$ cat src/design/time_ordered_job_queue_top_defines.svh
// Assertion macros shared by the time-ordered job queue RTL.
`ifndef TIME_ORDERED_JOB_QUEUE_TOP_DEFINES_SVH
`define TIME_ORDERED_JOB_QUEUE_TOP_DEFINES_SVH

// Same-cycle implication, checked outside of reset.
`define TOJQ_ASSERT_NOW(label, ante, cons, msg) \
  label: assert property (@(posedge clk) disable iff (!rst_n) (ante) |-> (cons)) \
    else $error(msg);

// Next-cycle implication, checked outside of reset.
`define TOJQ_ASSERT_NEXT(label, ante, cons, msg) \
  label: assert property (@(posedge clk) disable iff (!rst_n) (ante) |=> (cons)) \
    else $error(msg);

`endif

$ cat src/design/tojq_pkg.sv
// Types and codes shared by the time-ordered job queue modules.
package tojq_pkg;

  localparam int ID_W   = 16;
  localparam int TIME_W = 32;

  // Command codes.
  localparam logic CMD_INSERT = 1'b0;
  localparam logic CMD_POP    = 1'b1;

  // Job type that is stored; all others are ignored.
  localparam logic [1:0] TYPE_SMALL = 2'd0;

  // Result status codes.
  localparam logic [2:0] ST_INSERTED = 3'd0;
  localparam logic [2:0] ST_IGNORED  = 3'd1;
  localparam logic [2:0] ST_FULL     = 3'd2;
  localparam logic [2:0] ST_POPPED   = 3'd3;
  localparam logic [2:0] ST_EMPTY    = 3'd4;

  // Operation broadcast to every cell of the chain.
  typedef struct packed {
    logic              ins;
    logic              pop;
    logic [TIME_W-1:0] time_val;
    logic [ID_W-1:0]   id;
  } cell_op_t;

  // Contents of one cell.
  typedef struct packed {
    logic              valid;
    logic [TIME_W-1:0] time_val;
    logic [ID_W-1:0]   id;
  } cell_data_t;

endpackage

$ cat src/design/tojq_cell.sv
// One slot of the sorted chain: compares against the broadcast key and shifts.
module tojq_cell (
  input  logic                clk,
  input  logic                rst_n,
  input  tojq_pkg::cell_op_t  op_i,
  input  logic                left_keep_i,  // left neighbor keeps its entry
  input  tojq_pkg::cell_data_t left_i,
  input  tojq_pkg::cell_data_t right_i,
  output tojq_pkg::cell_data_t q_o,
  output logic                keep_o
);

  logic                        valid_r;
  logic [tojq_pkg::TIME_W-1:0] time_r;
  logic [tojq_pkg::ID_W-1:0]   id_r;
  tojq_pkg::cell_data_t        cell_nxt;

  assign q_o.valid    = valid_r;
  assign q_o.time_val = time_r;
  assign q_o.id       = id_r;

  // An entry stays put when it is no later than the new key (stable order).
  assign keep_o = valid_r && (time_r <= op_i.time_val);

  // Insert takes the new job at the boundary, the left entry beyond it;
  // pop takes the right entry.
  always_comb begin
    cell_nxt = q_o;
    if (op_i.ins) begin
      if (!keep_o) begin
        if (left_keep_i) begin
          cell_nxt.valid    = 1'b1;
          cell_nxt.time_val = op_i.time_val;
          cell_nxt.id       = op_i.id;
        end else begin
          cell_nxt = left_i;
        end
      end
    end else if (op_i.pop) begin
      cell_nxt = right_i;
    end
  end

  // Valid bit is control state; time and id need no reset.
  always_ff @(posedge clk) begin
    if (!rst_n) begin
      valid_r <= 1'b0;
    end else begin
      valid_r <= cell_nxt.valid;
    end
    time_r <= cell_nxt.time_val;
    id_r   <= cell_nxt.id;
  end

endmodule

$ cat src/design/time_ordered_job_queue_top.sv
// Time-ordered job queue: a chain of compare-and-shift cells with a result register.
// A result is registered and appears in the cycle after its transaction is accepted.
// Throughput: one transaction per cycle while out_tready is high; every cell compares
// against the key in parallel; the per-cell compare plus one shift step sets the cycle.
// Reset clears the cell valid bits, the job count and the output valid at once;
// no clearing pass is needed.
`include "time_ordered_job_queue_top_defines.svh"
module time_ordered_job_queue_top #(
  parameter int QUEUE_DEPTH = 16
) (
  input  logic        clk,
  input  logic        rst_n,
  input  logic        in_tvalid,
  output logic        in_tready,
  input  logic [47:0] in_tdata,   // job_id[15:0], create_time[47:16]
  input  logic [2:0]  in_tuser,   // cmd[0], job_type[2:1]
  output logic        out_tvalid,
  input  logic        out_tready,
  output logic [23:0] out_tdata,  // popped_id[15:0], job_count[20:16], zero[23:21]
  output logic [2:0]  out_tuser   // status[2:0]
);

  localparam int CW = $clog2(QUEUE_DEPTH + 1);

  logic                        in_fire;
  logic                        is_pop;
  logic                        is_small;
  logic                        full;
  logic                        empty;
  logic [CW-1:0]               count_r;
  logic [CW-1:0]               count_nxt;
  logic [CW+4:0]               count_ext;
  logic [2:0]                  status_nxt;
  logic [tojq_pkg::ID_W-1:0]   popped_nxt;
  tojq_pkg::cell_op_t          op;
  tojq_pkg::cell_data_t        cell_q [QUEUE_DEPTH];
  logic [QUEUE_DEPTH-1:0]      keep;
  logic [QUEUE_DEPTH-1:0]      valid_vec;
  logic                        out_tvalid_r;
  logic [2:0]                  status_r;
  logic [tojq_pkg::ID_W-1:0]   popped_r;
  logic [4:0]                  job_count_r;

  // Handshake: the output register frees up as soon as its result is taken.
  assign in_fire   = in_tvalid && in_tready;
  assign in_tready = !out_tvalid_r || out_tready;

  // Command decode.
  assign is_pop   = (in_tuser[0] == tojq_pkg::CMD_POP);
  assign is_small = (in_tuser[2:1] == tojq_pkg::TYPE_SMALL);
  assign full     = (count_r == CW'(QUEUE_DEPTH));
  assign empty    = (count_r == '0);

  assign op.ins      = in_fire && !is_pop && is_small && !full;
  assign op.pop      = in_fire && is_pop && !empty;
  assign op.time_val = in_tdata[47:16];
  assign op.id       = in_tdata[15:0];

  // Status, popped id and next count.
  always_comb begin
    count_nxt  = count_r;
    popped_nxt = '0;
    if (is_pop) begin
      if (empty) begin
        status_nxt = tojq_pkg::ST_EMPTY;
      end else begin
        status_nxt = tojq_pkg::ST_POPPED;
        popped_nxt = cell_q[0].id;
        count_nxt  = count_r - CW'(1);
      end
    end else if (!is_small) begin
      status_nxt = tojq_pkg::ST_IGNORED;
    end else if (full) begin
      status_nxt = tojq_pkg::ST_FULL;
    end else begin
      status_nxt = tojq_pkg::ST_INSERTED;
      count_nxt  = count_r + CW'(1);
    end
  end

  // Reported count is taken modulo 32.
  assign count_ext = {5'd0, count_nxt};

  // Chain of cells; the ends see an always-keeping left and an empty right.
  for (genvar i = 0; i < QUEUE_DEPTH; i++) begin : g_cell
    logic                 left_keep;
    tojq_pkg::cell_data_t left_d;
    tojq_pkg::cell_data_t right_d;

    if (i == 0) begin : g_first
      assign left_keep = 1'b1;
      assign left_d    = '0;
    end else begin : g_mid
      assign left_keep = keep[i-1];
      assign left_d    = cell_q[i-1];
    end

    if (i == QUEUE_DEPTH - 1) begin : g_last
      assign right_d = '0;
    end else begin : g_inner
      assign right_d = cell_q[i+1];
    end

    tojq_cell u_cell (
      .clk         (clk),
      .rst_n       (rst_n),
      .op_i        (op),
      .left_keep_i (left_keep),
      .left_i      (left_d),
      .right_i     (right_d),
      .q_o         (cell_q[i]),
      .keep_o      (keep[i])
    );

    assign valid_vec[i] = cell_q[i].valid;
  end

  // Count and output register.
  always_ff @(posedge clk) begin
    if (!rst_n) begin
      count_r      <= '0;
      out_tvalid_r <= 1'b0;
    end else begin
      if (in_fire) begin
        count_r <= count_nxt;
      end
      if (in_fire) begin
        out_tvalid_r <= 1'b1;
      end else if (out_tready) begin
        out_tvalid_r <= 1'b0;
      end
    end
    if (in_fire) begin
      status_r    <= status_nxt;
      popped_r    <= popped_nxt;
      job_count_r <= count_ext[4:0];
    end
  end

  assign out_tvalid = out_tvalid_r;
  assign out_tuser  = status_r;
  assign out_tdata  = {3'd0, job_count_r, popped_r};

  // The valid cells always match the job count.
  `TOJQ_ASSERT_NOW(a_count_matches_cells, 1'b1, $countones(valid_vec) == int'(count_r), "cell valid bits disagree with job count")

  // A pop of a non-empty queue lowers the count by one.
  `TOJQ_ASSERT_NEXT(a_pop_decrements, op.pop, count_r == $past(count_r) - CW'(1), "pop did not decrement job count")

  // Held jobs stay in ascending time order.
  for (genvar k = 0; k < QUEUE_DEPTH - 1; k++) begin : g_order_chk
    `TOJQ_ASSERT_NOW(a_sorted, cell_q[k].valid && cell_q[k+1].valid, cell_q[k].time_val <= cell_q[k+1].time_val, "chain out of time order")
  end

endmodule

$ cat config.mk
export PLATFORM = sky130hd
export DESIGN_NAME = time_ordered_job_queue_top
export DESIGN_NICKNAME = d
export VERILOG_FILES = /design/src/design/tojq_pkg.sv /design/src/design/tojq_cell.sv /design/src/design/time_ordered_job_queue_top.sv
export VERILOG_INCLUDE_DIRS = /design/src /design/src/design
export SDC_FILE = /design/constraint.sdc
export NUM_CORES = 2
export LEC_CHECK = 0
export BUFFER_PORTS_ARGS = -buffer_cell sky130_fd_sc_hd__buf_2
export CAP_MARGIN = 20
export CORE_MARGIN = 3
export CORE_UTILIZATION = 35
export CTS_CLUSTER_DIAMETER = 200
export DETAILED_ROUTE_END_ITERATION = 6
export RECOVER_POWER = 100
export REMOVE_ABC_BUFFERS = 1
export SETUP_SLACK_MARGIN = 0.3
export SYNTH_ARGS = -nofsm -noshare
export SYNTH_HDL_FRONTEND = slang
export SYNTH_SLANG_ARGS = --single-unit
export TNS_END_PERCENT = 100
$ cat constraint.sdc
create_clock -name clk -period 8.7 [get_ports clk]
set_input_delay 1.305 -clock clk [delete_from_list [all_inputs] [get_ports clk]]
set_output_delay 1.305 -clock clk [all_outputs]
set_load 0.005 [all_outputs]
==> impl_metrics.csv <==
group,metric,value,unit
status,status,"finished with violations",
status,violations,"capacitance limit, slew limit",
place,postPlaceCellArea,54680,µm²
logic_synthesis,synthesis.yosys.warnings,0,
sta,final-hold-violation-count,0,
place,numPlacedInstances,6808,
finish,drive_gt1_frac,0.06081,
clock_network,cts_inserted_buffers,93,
logic_synthesis,distinct_cell_type_count_after_synthesis,70,
critical_path,crit_chain,"clkbuf_1 > or3_1 > nor2_1 > nand2_1 > o21ai_4 > clkbuf_1",
floorplanning,die_area,154800,µm²
route,drt_first_pass_iters,6,
finish,layout.cells.most_common_list,"nand2_1 (945), edfxtp_1 (792), o21ai_0 (688), mux2i_1 (688), ha_1 (514)",
place,placement.io_buffers,80,
route,antenna_violating_nets_post_route,0,
sta,setup_ws,1.692,ns
finish,instances_no_fill,6991,
floorplanning,die_y,393.5,µm
sta,number_of_failing_setup_endpoints_in_the_final_timing_report,0,
clock_network,cts-htree-levels,3,
sta,fin_skew,0.03664,ns
clock_network,clk_root_buffer_cell,"clkbuf_16",
logic_synthesis,post_synth.cell_area_avg,10.60,µm²
logic_synthesis,complex_gate_fraction_of_the_synthesized_area,0.1265,
worst_hold_path,worst_hold_path.endpoint,"count_r[4]",
logic_synthesis,synth-seq-area-share,0.4610,
global_route,grt_usage,0.2260,
place,routability_congestion_estimate,0.9654,
logic_synthesis,synth_top_family_by_area,"multiplexers",
power_and_ir_drop,irDropWorstVdd,156.9,µV
global_route,grt_pass1_vias,38100,
logic_synthesis,postSynth.topFlopCell,"edfxtp_1",
route,drc_errors,0,
logic_synthesis,synth_fa_ha_area_frac,0.1224,
finish,finalNetCount,5472,
floorplanning,io_pins,84,
sta,max_freq,0.1427,GHz
critical_path,regToRegSetupSlack,1.88,ns
clock_network,postCtsSetupRepairBufs,0,
global_route,grt.overflow.total,0,
route,total_wire_length_after_detailed_routing,182200,µm
floorplanning,core_area,148400,µm²
job,max_cap_violations,24,
worst_hold_path,worst_hold_path.num_cells,2,
finish,syn2layout_area_growth,9.601,%
critical_path,data_required_critical_path,8.99,ns
global_route,grt_pass1_wl,262700,µm
critical_path,critPathMaxStageDelay,1.84,ns
logic_synthesis,muxShareOfSynthArea,0.1311,
clock_network,clk_lat_worst_skew,0.74,ns
critical_path,worst_r2r_path_depth,8,
critical_path,rr_startpoint,"count_r[0]",
clock_network,clk_transition_reported_paths,0.06,ns
logic_synthesis,synthesis_stage_register_bit_count,814,
clock_network,cts.hold.buffers_added,0,
critical_path,worst-endpoint-arrival,7.30,ns
place,place_ws,2.307,ns
logic_synthesis,synthesis.area,52550,µm²
route,avgRoutedWirePerCell,26.06,µm
sta,finalWorstPathRequiredPeriod,7.008,ns
sta,report.final.slew_viol_count,762,
critical_path,worstSetupPathType,"in2reg",
global_route,initial_antenna_violation_count,11,
floorplanning,die_w,393.5,µm
sta,transition_time_of_the_tightest_slew_check_pin,3.098,ns
critical_path,crit_fanout,76,
critical_path,worstReg2RegEnd,"g_cell[7].u_cell.time_r[3]",
finish,final_common_cell,"nand2_1",
finish,layout.filler_cells,14440,
sta,unrepaired_setup_endpoints_after_global_routing,"no",
logic_synthesis,postSynthCellCount,4956,
critical_path,setup.worst_path.start_class,"input pin",
power_and_ir_drop,p_per_area,179.6,nW/µm²
sta,max_slew_margin,-1.070,
global_route,grt_start_max_net_pins,221,
worst_hold_path,hold_start,"count_r[4]",
sta,final.hold.worst_slack,0.5148,ns
power_and_ir_drop,static-leakage-power,21.01,nW
critical_path,crit_path_top_delay_cell,"nand2_1",
sta,setup_tns,0,ns
clock_network,numClockSinks,814,
worst_hold_path,min_path_type,"reg2reg",
route,detail_route.iter0.violations,4796,
place,hpwl,121800,µm
finish,ff_latch_area,24230,µm²
logic_synthesis,synth_async_sr_flop_share,0,
critical_path,critical-path-top-cell-by-count,"clkbuf_1",
critical_path,critPathCaptureType,"flip-flop",
logic_synthesis,number_of_enable_flip_flop_cells_after_synthesis,792,
finish,final_design_area_no_fill,57590,µm²
route,routed_via_count,40590,
finish,multi_input_area,26410,µm²
clock_network,ctsLongestPathBuffers,3,
route,vias_per_cell,5.806,
clock_network,postCtsResizedCells,0,
clock_network,tritoncts_clock_tree,"done",
floorplanning,initial_core_util,0.3542,
logic_synthesis,synth_xor_xnor_area_share,0.0001667,
sta,final_min_period_over_clock_period,0.8056,
floorplanning,placement_rows,141,
logic_synthesis,synth_simple_gate_area_share,0.1204,
cell usage after synthesis, drive strengths merged, types with 7 or more instances:
master	n	area, µm²
a21o	15	112.6
o221ai	14	122.6
buf	188	1324
a21boi	26	195.2
nor3	24	120.1
nand3	55	275.3
o2bb2ai	12	105.1
clkbuf	123	461.7
inv	61	229.0
edfxtp	792	23780
o211ai	25	187.7
a221o	49	490.5
o21a	13	97.59
nor2b	17	106.4
nor4	25	222.7
a31oi	8	101.3
or4	10	75.07
a211oi	10	75.07
nand2b	15	93.84
nand2	947	3557
nor2	98	370.4
o21ai	727	3642
and4	17	148.9
nand4	110	752.0
ha	514	6431
mux2i	688	6887
dfxtp	22	440.4
and2	27	168.9
a22oi	16	155.1
a21oi	214	1071
nand3b	48	360.4
or3	7	43.79
power breakdown:
| group | switching (W) | internal [W] | leakage [nW] |
|---|---|---|---|
| Sequential | 0.000209 | 0.00462 | 7.49 |
| Clock | 0.00180 | 0.00240 | 1.54 |
| Combinational | 0.000895 | 0.000417 | 12.0 |
| Total | 0.00290 | 0.00744 | 21.0 |
worst max-delay path by stage:
| stage | start | to | slack (ns) | cells after the start |
|---|---|---|---|---|
| after global placement | in_tdata[27] | g_cell[7].u_cell.id_r[1] | 1.97 | 11 |
| after global routing | in_tuser[0] | g_cell[15].u_cell.time_r[28] | 1.51 | 8 |
| after detailed placement | in_tdata[28] | g_cell[3].u_cell.time_r[13] | 2.31 | 12 |
| final | in_tuser[0] | g_cell[7].u_cell.time_r[3] | 1.69 | 6 |
| after floorplan | out_tready | g_cell[10].u_cell.id_r[0] | -16.60 | 5 |
| after CTS | in_tdata[30] | g_cell[3].u_cell.time_r[13] | 3.03 | 12 |
worst max-delay path: cells and delay by family:
family | cells | cell delay [ns]
buffers and inverters | 2 | 1.87
and+or+nand+nor | 3 | 2.72
AOI/OAI and AO/OA | 1 | 1.32
final cells by class:
class                   count  area share
diodes                      6   0.0002607
inverters                  62    0.004041
well taps                2002     0.04350
clock buffers             120     0.04323
clock inverters            55     0.01219
multi-input cells        3771      0.4587
repair buffers            161     0.01745
flip-flops and latches    814      0.4207
cells by family (layout without fill, tap and decap cells):
kind of cell | Yosys count | after routing
adders and majority gates | 514 | 514
buffers and inverters | 373 | 398
and+or+nand+nor | 1405 | 1405
xor gates and xnor gates | 1 | 1
other | 1 | 9
AOI/OAI and AO/OA | 1160 | 1160
DFF | 814 | 814
muxes | 688 | 688
state kept, by name, summed over array words and instances, names as in the netlist:
signal	count
out_tvalid	1
count_r	5
out_tuser	3
g_cell.u_cell.id_r	256
job_count_r	5
g_cell.u_cell.valid_r	16
g_cell.u_cell.time_r	512
popped_r	16
per-stage QoR:
| stage | utilization | total power [W] |
|---|---|---|
| 3_5_place_dp | 0.3685 | 0.006217 |
| 5_1_grt | 0.3881 | 0.01070 |
| 2_1_floorplan | - | 0.005715 |
| 6_report | 0.3882 | 0.01034 |
| 3_3_place_gp | 0.3678 | 0.006172 |
| 4_1_cts | 0.3900 | 0.01041 |
layer usage:
layer | vias up | global-route usage | routed length, µm | share of wire
met3 | 317 | 0.03098 | 14000 | 0.077
met2 | 1754 | 0.3440 | 79620 | 0.44
met1 | 20040 | 0.3173 | 79530 | 0.44
met5 | - | 0 | 7 | 0.000038
li1 | 18480 | - | - | -
met4 | 2 | 0.1058 | 9012 | 0.049
No activity file was read; power rests on OpenSTA's default activity.
